File: src/design/bpc_pkg.sv
`default_nettype none

package bpc_pkg;

   typedef logic [2:0] csr_index_type;

   localparam csr_index_type CsrPressSens = 3'd0;
   localparam csr_index_type CsrPressOff  = 3'd1;
   localparam csr_index_type CsrSensTco   = 3'd2;
   localparam csr_index_type CsrOffTco    = 3'd3;
   localparam csr_index_type CsrTempRef   = 3'd4;
   localparam csr_index_type CsrTempSens  = 3'd5;

   localparam int TempRef  = 2000;
   localparam int TempLow  = -1500;
   localparam int TempMin  = -4000;
   localparam int TempMax  = 8500;
   localparam int PressMin = 1000;
   localparam int PressMax = 120000;

   // x / 100 for 0 <= x <= 8500: (x * 5243) >> 19
   localparam logic [12:0] DivRecip   = 13'd5243;
   localparam int          RecipShift = 19;

   typedef struct packed {
      logic [15:0] press_sens;
      logic [15:0] press_off;
      logic [15:0] sens_tco;
      logic [15:0] off_tco;
      logic [15:0] temp_ref;
      logic [15:0] temp_sens;
   } cal_type;

   localparam cal_type CalReset = '{
      press_sens: 16'd40127,
      press_off:  16'd36924,
      sens_tco:   16'd23317,
      off_tco:    16'd23282,
      temp_ref:   16'd33464,
      temp_sens:  16'd28312
   };

   typedef struct packed {
      logic [23:0] raw_pressure;
      logic [23:0] raw_temperature;
   } sample_type;

   typedef struct packed {
      logic [23:0]        d1;
      logic signed [18:0] temp1;
      logic signed [18:0] t2;
      logic signed [34:0] off1;
      logic signed [33:0] sens1;
      logic [34:0]        sq_ref;
      logic [34:0]        sq_low;
      logic               below_ref;
      logic               below_low;
   } first_order_type;

   typedef struct packed {
      logic [23:0]        d1;
      logic signed [14:0] temp_c;
      logic               temp_clamped;
      logic signed [39:0] off;
      logic signed [39:0] sens;
   } comp_type;

   typedef struct packed {
      logic signed [14:0] temp_centi;
      logic signed [7:0]  temp_whole;
      logic [16:0]        pressure_pa;
      logic               clamped;
   } result_type;

endpackage

`default_nettype wire

File: src/design/bpc_csr.sv
`default_nettype none

module bpc_csr (
   input  wire                   clock,
   input  wire                   reset,
   input  wire                   csr_valid,
   output logic                  csr_ready,
   input  bpc_pkg::csr_index_type csr_index,
   input  wire [15:0]            csr_data,
   output bpc_pkg::cal_type      cal
);

   bpc_pkg::cal_type cal_ff, cal_in;

   assign csr_ready = 1'b1;
   assign cal       = cal_ff;

   always_comb begin
      cal_in = cal_ff;
      if (csr_valid) begin
         unique case (csr_index)
            bpc_pkg::CsrPressSens: cal_in.press_sens = csr_data;
            bpc_pkg::CsrPressOff:  cal_in.press_off  = csr_data;
            bpc_pkg::CsrSensTco:   cal_in.sens_tco   = csr_data;
            bpc_pkg::CsrOffTco:    cal_in.off_tco    = csr_data;
            bpc_pkg::CsrTempRef:   cal_in.temp_ref   = csr_data;
            bpc_pkg::CsrTempSens:  cal_in.temp_sens  = csr_data;
            default: begin
               // drop writes beyond the register list
               cal_in = cal_ff;
            end
         endcase
      end
   end

   always_ff @(posedge clock) begin
      if (reset) begin
         cal_ff <= bpc_pkg::CalReset;
      end else begin
         cal_ff <= cal_in;
      end
   end

endmodule

`default_nettype wire

File: config.mk
export PLATFORM = sky130hd
export DESIGN_NAME = bpc_csr
export DESIGN_NICKNAME = d
export VERILOG_FILES = /design/src/design/bpc_pkg.sv /design/src/design/bpc_csr.sv
export SDC_FILE = /design/constraint.sdc
export NUM_CORES = 1
export LEC_CHECK = 0
export BUFFER_PORTS_ARGS = -buffer_cell sky130_fd_sc_hd__buf_4
export CORE_ASPECT_RATIO = 0.6
export CORE_MARGIN = 2
export CORE_UTILIZATION = 40
export CTS_BUF_LIST = sky130_fd_sc_hd__clkbuf_8
export DETAILED_ROUTE_END_ITERATION = 10
export HOLD_SLACK_MARGIN = 0.02
export PLACE_DENSITY = 0.64
export RECOVER_POWER = 25
export SLEW_MARGIN = 0
export SYNTH_ARGS = -nofsm -noshare
export SYNTH_HDL_FRONTEND = slang
export SYNTH_SLANG_ARGS = --single-unit
export TNS_END_PERCENT = 20
File: constraint.sdc
create_clock -name clock -period 2.1 [get_ports clock]
set_clock_uncertainty 0.15 [all_clocks]
set_input_delay 0.525 -clock clock [delete_from_list [all_inputs] [get_ports clock]]
set_output_delay 0.525 -clock clock [all_outputs]
set_load 0.02 [all_outputs]
==> impl_summary.txt <==
----------------------------------------------------
[Clocking]
  Number of buffers added to fix hold violations after cts ... 0
  Setup Fix Bufs, Post-CTS ... 0
  Clock-pin slew on the worst setup and hold paths ... 0.08 ns
  Worst-case clock buffer depth ... 2
  TritonCTS clock tree ... built
  TritonCTS buffer count ... 9
  Clk sinks ... 96
  Post_cts resized ... 0
  Root Driver ... sky130_fd_sc_hd__clkbuf_8
  Max H-tree Level ... 3
  Clock latency of the later-clocked register in the worst-skew pair ... 0.36 ns

[Timing]
  Relative slew margins ... 43.56%
  Min cycle time layout ... 1.706 ns
  Hold Violations, Final ... 0
  Unrepaired setup endpoints after global routing ... no
  Final period utilization ... 81.24%
  Post-route setup TNS ... 0 ns
  Final Max Tran Viols ... 0
  Setup-violating endpoint count in the final report ... 0
  PnR worst setup slack ... 0.3941 ns
  Worst-margin pin slew ... 0.8467 ns
  Maximum achievable frequency ... 586.2 MHz

[Yosys]
  Post-synthesis share of cell area spent on full adders, half adders and majority gates ... 0%
  Post-synthesis instance area ... 3769 um^2
  Total of flip-flops plus latches after synthesis ... 96
  Synth unique cells ... 15
  Biggest area consumer among synthesized cells ... sky130_fd_sc_hd__dfxtp_1
  Cell types occupying the most area after synthesis ... sky130_fd_sc_hd__dfxtp_1, sky130_fd_sc_hd__mux2i_1, sky130_fd_sc_hd__nand2b_1, sky130_fd_sc_hd__nor2_1, sky130_fd_sc_hd__clkbuf_1
  Net count of the mapped netlist ... 379
  Dominant combinational cell family by area after synthesis ... multiplexers
  Post-Syn Area per Cell ... 10.56 um^2
  Compound-Gate Fraction of Synth Area ... 0%
  Top cell type's share of synthesized area ... about half
  Syn Inst Count ... 357
  Sequential area share after synthesis ... between 50% and 60%
  Mux share of post-synthesis cell area ... 25.50%
  Simple-gate share of the synthesized area ... 19.32%
  Yosys warnings ... 0
  Synth Area in XOR/XNOR ... 0%

[Global routing]
  Number of global-route vias before repair ... 2824
  Wire length of the first global-routing pass ... 15.31 mm
  Total track usage ... between 20% and 30%
  Gr ovfl total ... 0
  Layer with the highest usage ... met2
  Initial antenna violation count ... 0
  Met2 global-route usage ... 28.37%
  Pin count of the biggest net entering global routing ... 33
  Global routing usage on met3 ... 9.906%
  Met1 Track Usage GR ... about 27%

[Drt]
  Number of remaining DRC errors ... 0
  Number of search-and-repair iterations in the first detailed-routing pass ... 4
  DRC marker count from the first detailed-route iteration ... about 120
  Routed via count ... 2868
  WL/cell ... roughly 16 um
  Vias/cell ... between 4 and 5
  Final ANT Viol Nets ... 0
  Total Wirelength ... 9.925 mm

[Floorplan]
  Die outline area ... between 10000 and 15000 um^2
  Horizontal die dimension ... approximately 130 um
  Die height ... 79.19 um
  Initial standard-cell utilization of the core ... 41.16%
  Number of ports placed on the die boundary ... 119
  Std-Cell Rows ... 27
  Core outline area ... approximately 9200 um^2

[Cells and area]
  Number of cells in the finished layout apart from fillers ... 607
  Filler cell count ... 862
  Combined area of the multi-input logic cells ... around 1700 um^2
  Flip-flop count of the largest register after layout ... 96
  P&R area growth vs syn ... 32.30%
  Most common cell after layout, fill and taps aside ... sky130_fd_sc_hd__buf_4
  Area taken by flip-flops and latches ... 1922 um^2
  Number of nets in the finished design ... 494
  Utilization after layout ... 54.46%
  Share of post-route cells with drive strength above 1 ... about 30%
  Top library cells by usage in the layout, fill and taps aside ... sky130_fd_sc_hd__buf_4, sky130_fd_sc_hd__mux2i_1, sky130_fd_sc_hd__dfxtp_1
  Antenna cells ... 0

[Critical path]
  End point of the critical path ... cal[15]
  Source of the worst register-to-register timing path ... cal[33]
  Data required time of the worst path ... about 2.2 ns
  Kind of critical path ... input port to flip-flop
  Critical Path Source ... csr_index[1]
  Endpoint arrival time on the critical path ... around 1.8 ns
  CP startpoint kind ... input port
  Reg-to-reg setup timing slack ... 1.27 ns
  Number of cells on the worst reg-to-reg path ... 2
  Maximum net fanout on the critical path ... 9
  Kind of end point of the critical path ... flip-flop
  Reg2reg end ... cal[33]

[Hold path]
  Source of the worst hold timing path ... csr_data[8]
  Type of the most critical hold path ... input port to flip-flop

[Run]
  Total of max-cap violations ... 0

[Place]
  Placed cells ... 591
  Placer Congestion ... 0.8336
  Pre-CTS setup slack ... 0.2379 ns
  Count of buffers from port buffering ... 117
  Final HPWL DP ... 7.317 mm

[Power and ir drop]
  Power density over the cells ... 709.0 nW/um^2
  Leakage ... 2.434 nW
  IR Drop Worst-Case VDD ... slightly above 0.4 mV

[Status]
  Outcome ... finished, final reports clean

----------------------------------------------------
## per-stage QoR
step / power [W] / hold WS (ns) / area, um^2
after floorplan: 0.002127 / 0.3960 / 3769
after global routing: 0.003688 / 0.2809 / 4986
after global placement: 0.002285 / 0.3121 / 4827
final: 0.003535 / 0.2996 / 4986
after CTS: 0.003585 / 0.2784 / 5041
after detailed placement: 0.002291 / 0.3178 / 4827
## metal layers
| layer | part of all wire [%] | up-vias |
|---|---|---|
| met1 | 49 | 1369 |
| li1 | - | 1403 |
| met2 | 42 | 85 |
| met4 | 0.84 | 0 |
| met5 | 0 | - |
| met3 | 8.5 | 11 |
## kinds of logic after synthesis
| family | Yosys count |
|---|---|
| and+or+nand+nor | 136 |
| muxes | 96 |
| DFF | 96 |
| buffers and inverters | 28 |
| other | 1 |
## area by class of cell
class | count | share of cell area (%)
clock buffers | 10 | 2.760
flip-flops and latches | 96 | 38.54
clock inverters | 6 | 1.531
multi-input cells | 233 | 34.08
repair buffers | 132 | 19.82
well taps | 130 | 3.262
## worst min-delay path by stage
stage | to | slack (ns) | cells after the start
4_1_cts | cal[56] | 0.28 | 3
2_1_floorplan | cal[34] | 0.40 | 2
3_5_place_dp | cal[55] | 0.32 | 2
6_report | cal[56] | 0.30 | 3
5_1_grt | cal[13] | 0.28 | 3
3_3_place_gp | cal[71] | 0.31 | 2
## power breakdown
| group | switching [W] | internal [W] |
|---|---|---|
| logic | 0.000197 | 0.000159 |
| registers | 0.0000244 | 0.00186 |
| clock network | 0.000606 | 0.000689 |
## synth_stat cells, drive strengths merged
| cell type | number |
|---|---|
| and4b | 2 |
| nor4bb | 2 |
| conb | 1 |
| nand2b | 63 |
| or4b | 1 |
| nand4b | 2 |
| nor2 | 64 |
| clkbuf | 15 |
| nand4bb | 2 |
| dfxtp | 96 |
| mux2i | 96 |
| buf | 13 |
## worst max-delay path: stages
cell                       delay [ns]
sky130_fd_sc_hd__clkbuf_1        0.25
sky130_fd_sc_hd__nand4b_1        0.23
sky130_fd_sc_hd__clkbuf_1        0.56
sky130_fd_sc_hd__mux2i_1         0.27
Note: power is estimated with default switching activity, not from simulation.
