==> src/design/bpc_pkg.sv <==
`default_nettype none

package bpc_pkg;

   typedef logic [2:0] csr_index_type;

   localparam csr_index_type CsrPressSens = 3'd0;
   localparam csr_index_type CsrPressOff  = 3'd1;
   localparam csr_index_type CsrSensTco   = 3'd2;
   localparam csr_index_type CsrOffTco    = 3'd3;
   localparam csr_index_type CsrTempRef   = 3'd4;
   localparam csr_index_type CsrTempSens  = 3'd5;

   localparam int TempRef  = 2000;
   localparam int TempLow  = -1500;
   localparam int TempMin  = -4000;
   localparam int TempMax  = 8500;
   localparam int PressMin = 1000;
   localparam int PressMax = 120000;

   // x / 100 for 0 <= x <= 8500: (x * 5243) >> 19
   localparam logic [12:0] DivRecip   = 13'd5243;
   localparam int          RecipShift = 19;

   typedef struct packed {
      logic [15:0] press_sens;
      logic [15:0] press_off;
      logic [15:0] sens_tco;
      logic [15:0] off_tco;
      logic [15:0] temp_ref;
      logic [15:0] temp_sens;
   } cal_type;

   localparam cal_type CalReset = '{
      press_sens: 16'd40127,
      press_off:  16'd36924,
      sens_tco:   16'd23317,
      off_tco:    16'd23282,
      temp_ref:   16'd33464,
      temp_sens:  16'd28312
   };

   typedef struct packed {
      logic [23:0] raw_pressure;
      logic [23:0] raw_temperature;
   } sample_type;

   typedef struct packed {
      logic [23:0]        d1;
      logic signed [18:0] temp1;
      logic signed [18:0] t2;
      logic signed [34:0] off1;
      logic signed [33:0] sens1;
      logic [34:0]        sq_ref;
      logic [34:0]        sq_low;
      logic               below_ref;
      logic               below_low;
   } first_order_type;

   typedef struct packed {
      logic [23:0]        d1;
      logic signed [14:0] temp_c;
      logic               temp_clamped;
      logic signed [39:0] off;
      logic signed [39:0] sens;
   } comp_type;

   typedef struct packed {
      logic signed [14:0] temp_centi;
      logic signed [7:0]  temp_whole;
      logic [16:0]        pressure_pa;
      logic               clamped;
   } result_type;

endpackage

`default_nettype wire

==> src/design/bpc_corr.sv <==
`default_nettype none

module bpc_corr (
   input  wire                      clock,
   input  wire                      reset,
   input  wire                      in_valid,
   output logic                     in_ready,
   input  bpc_pkg::first_order_type in_data,
   output logic                     out_valid,
   input  wire                      out_ready,
   output bpc_pkg::comp_type        out_data
);

   logic [1:0] valid_ff, valid_in, adv;

   logic [37:0] five_sq, seven_sq;
   logic [38:0] eleven_sq;

   logic [23:0]        s5_d1_ff;
   logic signed [19:0] s5_temp2_ff, s5_temp2_in;
   logic signed [34:0] s5_off1_ff;
   logic signed [33:0] s5_sens1_ff;
   logic [37:0]        s5_off2_ff, s5_off2_in;
   logic [37:0]        s5_sens2_ff, s5_sens2_in;

   bpc_pkg::comp_type s6_ff, s6_in;

   always_comb begin
      adv[1] = !valid_ff[1] || out_ready;
      adv[0] = !valid_ff[0] || adv[1];
   end

   assign in_ready  = adv[0];
   assign out_valid = valid_ff[1];
   assign out_data  = s6_ff;

   always_comb begin
      valid_in = valid_ff;
      if (adv[0]) valid_in[0] = in_valid;
      if (adv[1]) valid_in[1] = valid_ff[0];
   end

   assign five_sq   = {1'b0, in_data.sq_ref, 2'b00} + 38'(in_data.sq_ref);
   assign seven_sq  = {in_data.sq_low, 3'b000} - 38'(in_data.sq_low);
   assign eleven_sq = {1'b0, in_data.sq_low, 3'b000} + 39'({in_data.sq_low, 1'b0})
                    + 39'(in_data.sq_low);

   always_comb begin
      s5_temp2_in = 20'(in_data.temp1);
      s5_off2_in  = '0;
      s5_sens2_in = '0;
      if (in_data.below_ref) begin
         s5_temp2_in = 20'(in_data.temp1) - 20'(in_data.t2);
         s5_off2_in  = 38'(five_sq[37:1]);
         s5_sens2_in = 38'(five_sq[37:2]);
         if (in_data.below_low) begin
            s5_off2_in  = 38'(five_sq[37:1]) + seven_sq;
            s5_sens2_in = 38'(five_sq[37:2]) + eleven_sq[38:1];
         end
      end
   end

   always_comb begin
      s6_in.d1           = s5_d1_ff;
      s6_in.off          = 40'(s5_off1_ff) - signed'({2'b00, s5_off2_ff});
      s6_in.sens         = 40'(s5_sens1_ff) - signed'({2'b00, s5_sens2_ff});
      s6_in.temp_clamped = 1'b1;
      if (s5_temp2_ff < 20'(bpc_pkg::TempMin)) begin
         s6_in.temp_c = 15'(bpc_pkg::TempMin);
      end else if (s5_temp2_ff > 20'(bpc_pkg::TempMax)) begin
         s6_in.temp_c = 15'(bpc_pkg::TempMax);
      end else begin
         s6_in.temp_c       = 15'(s5_temp2_ff);
         s6_in.temp_clamped = 1'b0;
      end
   end

   always_ff @(posedge clock) begin
      if (reset) begin
         valid_ff <= '0;
      end else begin
         valid_ff <= valid_in;
      end
   end

   always_ff @(posedge clock) begin
      if (adv[0]) begin
         s5_d1_ff    <= in_data.d1;
         s5_temp2_ff <= s5_temp2_in;
         s5_off1_ff  <= in_data.off1;
         s5_sens1_ff <= in_data.sens1;
         s5_off2_ff  <= s5_off2_in;
         s5_sens2_ff <= s5_sens2_in;
      end
      if (adv[1]) begin
         s6_ff <= s6_in;
      end
   end

endmodule

`default_nettype wire

==> config.mk <==
export PLATFORM = sky130hd
export DESIGN_NAME = bpc_corr
export DESIGN_NICKNAME = d
export VERILOG_FILES = /design/src/design/bpc_pkg.sv /design/src/design/bpc_corr.sv
export SDC_FILE = /design/constraint.sdc
export NUM_CORES = 1
export LEC_CHECK = 0
export ABC_CLOCK_PERIOD_IN_PS = 11540
export BUFFER_PORTS_ARGS = -buffer_cell sky130_fd_sc_hd__buf_2
export CAP_MARGIN = 20
export CORE_ASPECT_RATIO = 1.1
export CORE_UTILIZATION = 35
export CTS_CLUSTER_DIAMETER = 60
export DETAILED_ROUTE_END_ITERATION = 7
export HOLD_SLACK_MARGIN = 0.02
export MAX_ROUTING_LAYER = met4
export PLACE_DENSITY = 0.54
export SYNTH_ARGS = -nofsm -noshare
export SYNTH_HDL_FRONTEND = slang
export SYNTH_SLANG_ARGS = --single-unit
==> constraint.sdc <==
create_clock -name clock -period 11.54 [get_ports clock]
set_clock_uncertainty 0.05 [all_clocks]
set_input_delay 1.154 -clock clock [delete_from_list [all_inputs] [get_ports clock]]
set_output_delay 1.154 -clock clock [all_outputs]
set_load 0.01 [all_outputs]
==> results.yml <==
setup_path:
  worstSetupStartpoint: "in_data[39]"
  cp_slowest_cell: "fa_1"
  rrSetupSlack_ps: 7640
  worstRegToRegCells: 12
  endpoint: "s5_off2_ff[37]"
  crit-reg2reg-capture: "out_data[36]"
  worstSetupPathType: "in -> reg"
  cp_data_required_time_ps: 11770
  start_kind: "primary input"
  slowest_delay_ps: 510
  worstPathCellList: "buf_2, ha_1, inv_1, fa_1, nor2b_1, o31a_1, o41ai_1, o21ai_1, o211ai_1, nand2b_1, a21o_1, a21o_1, xor2_1, fa_1, ha_1, a21oi_1, o221a_2, o21ai_1, a2111o_1, o211ai_1, o21ai_0, a221oi_1, xnor2_1, nor2_1"
  crit_path_end_kind: "flip-flop"
  critPathArrivalTime_ps: 7070
  r2r_start: "s5_sens2_ff[0]"
  crit_fanout: 5
finish:
  stdcell_area_sq_um: 28430
  nFillCells: 6837
  area_delta_synth_final_pct: 16.62
  nNetsFinal: 3339
  drive_gt1_frac: 0.1515
  utilization: 0.4121
die:
  coreArea_sq_um: 69000
  die_y_microns: 278.8
  rows: 101
  die_x_microns: 253.7
  initial_core_util: 0.3534
  ios: 329
  dieArea_sq_um: 70730
logic_synthesis:
  ys_ff_latch: 311
  synth_top_area_cell: "edfxtp_1"
  synth_area_per_cell_sq_um: 9.872
  seq_area_frac_synth: 0.3822
  synth_cells: 2470
  synth.most_common_cell: "edfxtp_1"
  syn_nets: 2993
  ys_top_cells_by_area: "edfxtp_1 (38%), ha_1 (13%), fa_1 (5.8%), a21oi_1 (5.0%), inv_1 (4.3%)"
  yosysWarningCount: 0
  synthFlopType: "edfxtp_1"
  netlist_area_sq_um: 24380
  synthTopCellsByCount: "edfxtp_1 (309), inv_1 (280), ha_1 (245)"
  synth-async-reset-ratio: 0
  ys_types: 81
  synth-edff-count: 309
  yosys.area.top_type_share: 0.3805
flow_run:
  cap_violations: 0
timing:
  hold_violations: 0
  finalCritPeriodShare: 0.5929
  slew_viol_final: 0
  worst_slack_ps: 4698
  post-route-min-period_ps: 6842
  rsz0062_at_grt: "false"
  worst_pin_slew_ps: 939.6
  max_freq_ghz: 0.1462
  relSlewSlack: 0.3736
  finalSetupViolCount: 0
  fin_setup_tns_ps: 0
clocking:
  htreeDepth: 2
  cts_hold_buf: 0
  cts_tree: "built"
  cts_made_buffers: 38
  clkSinkCount: 311
  cts_setup_buffers: 0
  clockBufferDepth: 3
  cts_resized: 0
  cts_root_buf: "clkbuf_16"
  clk_latency_ps: 550
  clk_pin_slew_ps: 60
placement:
  place_area_sq_um: 27150
  port_buffers: 328
  dpl.hpwl_microns: 58170
  gp_congestion: 0.8982
  dp_slack_ps: 4132
drt:
  vias: 19576
  viasPerCell: 5.182
  firstDrtPassIters: 6
  drc: 0
  drt_iter0_drc: 1395
  ant_nets: 0
  routed_wl_microns: 72370
  post_drt_wl_per_cell_microns: 19.16
global_routing:
  use_met3: 0.02331
  met2_usage: 0.3493
  grt_max_degree: 154
  grt_first_pass_wirelength_microns: 110000
  grt_pass1_vias: 19733
  grt.busiest_layer: "met2"
  groute.layer.met1.usage: 0.2600
  antenna_found_initial: 7
  grt_overflow: 0
  track_usage: 0.2077
pwr:
  power_mw: 5.953
  power.density_nw_per_um2: 209.3
  power.leakage_nw: 12.64
  max-vdd-ir-drop_mv: 0.1051
outcome:
  status: "completed"
hold_path:
  worstHoldPathType: "reg -> reg"
logic make-up after synthesis:
kind of cell	synth area share
AOI/OAI and AO/OA	0.1969
xor gates and xnor gates	0.06286
adders and majority gates	0.1840
buffers and inverters	0.04777
DFF	0.3822
muxes	0.007081
and+or+nand+nor	0.1192
cell usage in the layout (no fill, tap or decap), types with 48 or more instances in the layout:
master,instances
nand2_1,152
edfxtp_1,309
fa_1,71
a21o_1,109
buf_2,328
nor2_1,163
xor2_1,55
a21oi_1,244
inv_1,278
xnor2_1,120
nand3_1,48
o21ai_0,125
ha_1,245
worst min-delay path by stage:
stage | end | slack (ps) | from | depth (start not counted)
2_1_floorplan | out_data[100] | 350 | s5_d1_ff[4] | 0
3_3_place_gp | out_data[108] | 350 | s5_d1_ff[12] | 0
3_5_place_dp | out_data[109] | 360 | s5_d1_ff[13] | 0
4_1_cts | out_data[112] | 370 | s5_d1_ff[16] | 0
5_1_grt | out_data[99] | 370 | s5_d1_ff[3] | 0
6_report | out_data[112] | 370 | s5_d1_ff[16] | 0
power breakdown:
part	leakage, nW	internal (mW)	switching (mW)
Sequential	3.34	1.60	0.118
Clock	0.616	0.723	0.486
Combinational	8.68	1.24	1.78
Total	12.6	3.57	2.39
cell type report:
| type | instances | area (sq um) | area share |
|---|---|---|---|
| Antenna cell | 6 | 15.01 | 0.0005280 |
| Clock buffer | 46 | 1055 | 0.03709 |
| Clock inverter | 23 | 211.5 | 0.007436 |
| Inverter | 280 | 1054 | 0.03705 |
| Multi-Input combinational cell | 1849 | 13910 | 0.4891 |
| Sequential cell | 311 | 9319 | 0.3277 |
| Tap cell | 927 | 1160 | 0.04079 |
| Timing Repair Buffer | 336 | 1714 | 0.06028 |
sequential cells by signal, summed over array words and instances, names as in the netlist:
| name | cells |
|---|---|
| valid_ff | 2 |
| s5_off2_ff | 38 |
| s5_off1_ff | 35 |
| s5_sens1_ff | 34 |
| s5_sens2_ff | 38 |
| out_data | 120 |
| s5_temp2_ff | 20 |
| s5_d1_ff | 24 |
worst max-delay path, delay by kind of cell:
family | cells | cell delay (ps)
AOI/OAI and AO/OA | 13 | 3610
adders and majority gates | 4 | 1310
buffers and inverters | 2 | 190
and+or+nand+nor | 3 | 230
xor gates and xnor gates | 2 | 570
routing by layer:
layer	wire length, microns	up-vias
met5	0	-
met4	1950	0
met3	2865	97
met2	35170	467
met1	32380	9300
li1	-	9712
stage by stage:
step	std cells	hold slack [ps]
after floorplan	2470	350.3
after global placement	3703	350.9
after detailed placement	3703	355.2
after CTS	3772	368.2
after global routing	3778	374.9
final	3778	366.7
No activity file was read; power rests on OpenSTA's default activity.
