[config.mk]
export PLATFORM = sky130hd
export DESIGN_NAME = bpc_press
export DESIGN_NICKNAME = d
export VERILOG_FILES = /design/src/design/bpc_pkg.sv /design/src/design/bpc_press.sv
export SDC_FILE = /design/constraint.sdc
export NUM_CORES = 2
export LEC_CHECK = 0
export ABC_CLOCK_PERIOD_IN_PS = 10350
export BUFFER_PORTS_ARGS = -buffer_cell sky130_fd_sc_hd__buf_2
export CAP_MARGIN = 5
export CORE_UTILIZATION = 53
export DETAILED_ROUTE_END_ITERATION = 7
export HOLD_SLACK_MARGIN = 0.08
export PLACE_DENSITY = 0.69
export SLEW_MARGIN = 25
export SYNTH_ARGS = -nofsm -noshare
export SYNTH_HDL_FRONTEND = slang
export SYNTH_SLANG_ARGS = --single-unit
[constraint.sdc]
create_clock -name clock -period 10.35 [get_ports clock]
set_input_delay 1.035 -clock clock [delete_from_list [all_inputs] [get_ports clock]]
set_output_delay 1.035 -clock clock [all_outputs]
set_load 0.005 [all_outputs]
[src/design/bpc_pkg.sv]
`default_nettype none

package bpc_pkg;

   typedef logic [2:0] csr_index_type;

   localparam csr_index_type CsrPressSens = 3'd0;
   localparam csr_index_type CsrPressOff  = 3'd1;
   localparam csr_index_type CsrSensTco   = 3'd2;
   localparam csr_index_type CsrOffTco    = 3'd3;
   localparam csr_index_type CsrTempRef   = 3'd4;
   localparam csr_index_type CsrTempSens  = 3'd5;

   localparam int TempRef  = 2000;
   localparam int TempLow  = -1500;
   localparam int TempMin  = -4000;
   localparam int TempMax  = 8500;
   localparam int PressMin = 1000;
   localparam int PressMax = 120000;

   // x / 100 for 0 <= x <= 8500: (x * 5243) >> 19
   localparam logic [12:0] DivRecip   = 13'd5243;
   localparam int          RecipShift = 19;

   typedef struct packed {
      logic [15:0] press_sens;
      logic [15:0] press_off;
      logic [15:0] sens_tco;
      logic [15:0] off_tco;
      logic [15:0] temp_ref;
      logic [15:0] temp_sens;
   } cal_type;

   localparam cal_type CalReset = '{
      press_sens: 16'd40127,
      press_off:  16'd36924,
      sens_tco:   16'd23317,
      off_tco:    16'd23282,
      temp_ref:   16'd33464,
      temp_sens:  16'd28312
   };

   typedef struct packed {
      logic [23:0] raw_pressure;
      logic [23:0] raw_temperature;
   } sample_type;

   typedef struct packed {
      logic [23:0]        d1;
      logic signed [18:0] temp1;
      logic signed [18:0] t2;
      logic signed [34:0] off1;
      logic signed [33:0] sens1;
      logic [34:0]        sq_ref;
      logic [34:0]        sq_low;
      logic               below_ref;
      logic               below_low;
   } first_order_type;

   typedef struct packed {
      logic [23:0]        d1;
      logic signed [14:0] temp_c;
      logic               temp_clamped;
      logic signed [39:0] off;
      logic signed [39:0] sens;
   } comp_type;

   typedef struct packed {
      logic signed [14:0] temp_centi;
      logic signed [7:0]  temp_whole;
      logic [16:0]        pressure_pa;
      logic               clamped;
   } result_type;

endpackage

`default_nettype wire

[src/design/bpc_press.sv]
`default_nettype none

module bpc_press (
   input  wire                 clock,
   input  wire                 reset,
   input  wire                 in_valid,
   output logic                in_ready,
   input  bpc_pkg::comp_type   in_data,
   output logic                out_valid,
   input  wire                 out_ready,
   output bpc_pkg::result_type out_data
);

   logic [3:0] valid_ff, valid_in, adv;

   logic signed [14:0] neg_c;
   logic [13:0]        temp_abs;

   logic [43:0]        s7_pl_ff, s7_pl_in;
   logic signed [44:0] s7_ph_ff, s7_ph_in;
   logic [26:0]        s7_rq_ff, s7_rq_in;
   logic               s7_neg_ff;
   logic signed [14:0] s7_temp_c_ff;
   logic               s7_tclamp_ff;
   logic signed [39:0] s7_off_ff;

   logic signed [63:0] ph_ext;
   logic signed [7:0]  quot;

   logic signed [63:0] s8_prod_ff, s8_prod_in;
   logic signed [7:0]  s8_whole_ff, s8_whole_in;
   logic signed [14:0] s8_temp_c_ff;
   logic               s8_tclamp_ff;
   logic signed [39:0] s8_off_ff;

   logic signed [43:0] diff;
   logic signed [28:0] s9_press_ff, s9_press_in;
   logic signed [7:0]  s9_whole_ff;
   logic signed [14:0] s9_temp_c_ff;
   logic               s9_tclamp_ff;

   bpc_pkg::result_type s10_ff, s10_in;

   always_comb begin
      adv[3] = !valid_ff[3] || out_ready;
      adv[2] = !valid_ff[2] || adv[3];
      adv[1] = !valid_ff[1] || adv[2];
      adv[0] = !valid_ff[0] || adv[1];
   end

   assign in_ready  = adv[0];
   assign out_valid = valid_ff[3];
   assign out_data  = s10_ff;

   always_comb begin
      valid_in = valid_ff;
      if (adv[0]) valid_in[0] = in_valid;
      if (adv[1]) valid_in[1] = valid_ff[0];
      if (adv[2]) valid_in[2] = valid_ff[1];
      if (adv[3]) valid_in[3] = valid_ff[2];
   end

   // split sens into an unsigned low half and a signed high half
   assign s7_pl_in = in_data.d1 * in_data.sens[19:0];
   assign s7_ph_in = signed'({1'b0, in_data.d1}) * signed'(in_data.sens[39:20]);

   assign neg_c    = -in_data.temp_c;
   assign temp_abs = in_data.temp_c[14] ? 14'(neg_c) : 14'(in_data.temp_c);
   assign s7_rq_in = temp_abs * bpc_pkg::DivRecip;

   assign ph_ext     = 64'(s7_ph_ff);
   assign s8_prod_in = (ph_ext <<< 20) + signed'({20'd0, s7_pl_ff});
   assign quot       = signed'(s7_rq_ff[bpc_pkg::RecipShift + 7:bpc_pkg::RecipShift]);
   assign s8_whole_in = s7_neg_ff ? -quot : quot;

   assign diff        = 44'(s8_prod_ff >>> 21) - 44'(s8_off_ff);
   assign s9_press_in = 29'(diff >>> 15);

   always_comb begin
      s10_in.temp_centi = s9_temp_c_ff;
      s10_in.temp_whole = s9_whole_ff;
      s10_in.clamped    = 1'b1;
      if (s9_press_ff < 29'(bpc_pkg::PressMin)) begin
         s10_in.pressure_pa = 17'(bpc_pkg::PressMin);
      end else if (s9_press_ff > 29'(bpc_pkg::PressMax)) begin
         s10_in.pressure_pa = 17'(bpc_pkg::PressMax);
      end else begin
         s10_in.pressure_pa = 17'(s9_press_ff);
         s10_in.clamped     = s9_tclamp_ff;
      end
   end

   always_ff @(posedge clock) begin
      if (reset) begin
         valid_ff <= '0;
      end else begin
         valid_ff <= valid_in;
      end
   end

   always_ff @(posedge clock) begin
      if (adv[0]) begin
         s7_pl_ff     <= s7_pl_in;
         s7_ph_ff     <= s7_ph_in;
         s7_rq_ff     <= s7_rq_in;
         s7_neg_ff    <= in_data.temp_c[14];
         s7_temp_c_ff <= in_data.temp_c;
         s7_tclamp_ff <= in_data.temp_clamped;
         s7_off_ff    <= in_data.off;
      end
      if (adv[1]) begin
         s8_prod_ff   <= s8_prod_in;
         s8_whole_ff  <= s8_whole_in;
         s8_temp_c_ff <= s7_temp_c_ff;
         s8_tclamp_ff <= s7_tclamp_ff;
         s8_off_ff    <= s7_off_ff;
      end
      if (adv[2]) begin
         s9_press_ff  <= s9_press_in;
         s9_whole_ff  <= s8_whole_ff;
         s9_temp_c_ff <= s8_temp_c_ff;
         s9_tclamp_ff <= s8_tclamp_ff;
      end
      if (adv[3]) begin
         s10_ff <= s10_in;
      end
   end

endmodule

`default_nettype wire

==> run metrics <==
outcome=completed; ys flop type=edfxtp_1; worst setup path start=in_data[106]; Synth Instances=4,786; CTS Buf Count=30; Mapped Nets=6,248; Die Wd=304 um; yosys synthesis warning count=0; R2R depth=12; startpoint types=input pin; skew final=about 34 ps; Worst Setup Path Type=input pin to flop; Residual DRC=0; Synth Cell Area=around 48,000 um2; slack of the worst reg-to-reg path=6920 ps; dominant cells by area after synthesis=fa_1 35%, edfxtp_1 21%, ha_1 13%; H-tree levels=1; post-route ant nets=0; sequential area share after synthesis=roughly a fifth; vias in the first global route=34,300; Core ar.=between 90,000 and 100,000 um2; Worst-Margin Slew=1100 ps; Vias=32,300; post-route setup TNS=0 ps; Final Max Tran Viols=0; IO buf count=166; Die Area=92,500 um2; initial antenna violation count=3; Synth cell types=74; Crit. End Element=flop; unrepaired setup endpoints after global routing=false; min-delay worst type=flop to flop; DR pass1 iterations=5; Crit path arrival time=8250 ps; hold buffer count at cts=0; Worst R2R End=s8_prod_ff[56]; Yosys top cell by area=fa_1; Post-synth EDFFs=333; num ports=167; FF+latch count, synth=337; via/cell ratio=5.37; CP Max Fanout=30; initial core utilization=between 50% and 60%; Final nets=between 6,000 and 7,000; FP Rows=110; CTS tree=yes; Antenna diodes=0; Worst Setup EP=s7_pl_ff[36]; cell with the most instances after synthesis=inv_1; layout cells sized above 1=5.56%; clock root buffer=clkbuf_16; FFs w/ async S/R, synth=0%; min-delay src=s9_temp_c_ff[11]; Final Hold Violating Endpoints=0; All-Layer GR Usage=about 24%; first-pass GRT wire length=180,000 um; worst slew margin relative to its limit=26.8%; drt wl/cell=18.3 um; CTS resizes=0; Iteration-0 DRC Markers=1,829; TritonCTS Sinks=around 340; top cells by count, synth=1,076 x inv_1, 848 x fa_1, 564 x nand2_1; # setup viols final=0; Die H=roughly 300 um; placer's final routability congestion estimate=between 0.9 and 1; reg2reg start=s7_pl_ff[21]; f_max=126 MHz; clock-pin slew on the worst setup and hold paths=60 ps; Overflow after GRT=0; period utilization=76.7%; max-cap violation count=0; worst endpoint required time=10,660 ps; pin count of the biggest net entering global routing=73; Final HPWL DP=86,200 um; Clock Latency Late Sink=590 ps; fin crit period=7940 ps; final wirelength=approximately 110,000 um; # fillers=7,789; top-area cell type share of the netlist area=35.1%; Max Buffers Root-to-Sink=3; Syn Area/Cell=10.1 um2; P&R area growth vs syn=5.62%; setup bufs post-CTS=0
==> cell type report <==
cell class	instances	area [um2]	area share [%]
well taps	1176	1470	2.88
multi-input cells	3183	33500	65.7
clock buffers	31	754	1.48
clock inverters	23	228	0.446
flip-flops and latches	337	10100	19.7
repair buffers	185	973	1.91
inverters	1076	4040	7.91
==> cells in the final DEF (no fill, tap or decap), drive strengths merged, types with 47 or more instances in the layout <==
master	Yosys	layout
xor2	47	47
buf	8	185
and2	477	477
a21oi	116	116
edfxtp	333	333
nand2	564	564
fa	848	848
nor2	84	84
inv	1076	1079
xnor2	110	110
ha	490	490
a21o	65	65
o21ai	76	76
==> metal layers <==
metal / vias up / global-route usage, % / share of wire [%]
li1: 14700 / - / -
met2: 1071 / 41.2 / 48
met3: 170 / 3.00 / 6.8
met5: - / 0 / 0.020
met1: 16300 / 33.8 / 43
met4: 4 / 5.95 / 2.5
==> through the flow <==
stage / setup slack, ps / area (um2) / cells / utilization (%) / hold WS (ps)
2_1_floorplan: 2980 / 48400 / 4786 / - / 400
3_3_place_gp: 2050 / 50100 / 5957 / 55.6 / 402
3_5_place_dp: 1900 / 50100 / 5957 / 55.6 / 405
4_1_cts: 2460 / 51100 / 6011 / 56.7 / 414
5_1_grt: 2100 / 51100 / 6011 / 56.7 / 419
6_report: 2410 / 51100 / 6011 / 56.7 / 414
==> worst min path at each step <==
| stage | endpoint | slack (ps) | cells after the start |
|---|---|---|---|
| floorplan | out_data[18] | 400 | 0 |
| global placement | s9_whole_ff[3] | 400 | 0 |
| detailed placement | out_data[21] | 400 | 0 |
| CTS | out_data[37] | 410 | 0 |
| global route | s9_whole_ff[1] | 420 | 0 |
| finish | out_data[37] | 410 | 0 |
==> critical path, stage by stage <==
cell and delay (ps):
buf_2 610, buf_4 340, nand2_1 90, fa_1 490, fa_1 540, fa_1 520
inv_1 50, fa_1 550, fa_1 440, fa_1 500, inv_1 50, fa_1 470
inv_1 40, ha_1 290, a211o_1 290, a21oi_2 240, a21boi_1 270, a311oi_2 110
o211ai_2 350, a31oi_1 170, o21ai_0 340, nand2b_1 160, a31oi_1 220, xnor2_1 80
==> state kept, by name, summed over array words and instances (netlist names) <==
signal and flops:
s7_ph_ff 44, s8_prod_ff 43, out_data 41, s7_off_ff 40, s8_off_ff 40, s9_press_ff 29
s7_pl_ff 24, s8_temp_c_ff 15, s9_temp_c_ff 15, s7_temp_c_ff 13, s7_rq_ff 9, s8_whole_ff 8
s9_whole_ff 8, valid_ff 4, s7_neg_ff 1, s7_tclamp_ff 1, s8_tclamp_ff 1, s9_tclamp_ff 1
==> logic make-up (layout without fill, tap and decap cells) <==
family	Yosys count	in the layout	synth area share, %
DFF	337	337	20.8
xor gates and xnor gates	157	157	2.84
adders and majority gates	1338	1338	47.8
buffers and inverters	1266	1315	9.84
AOI/OAI and AO/OA	384	384	5.27
and+or+nand+nor	1304	1304	13.4
Power is left out: the tool's default activity adds up to more than one toggle a clock period on the data nets, which glitch-free logic cannot reach.
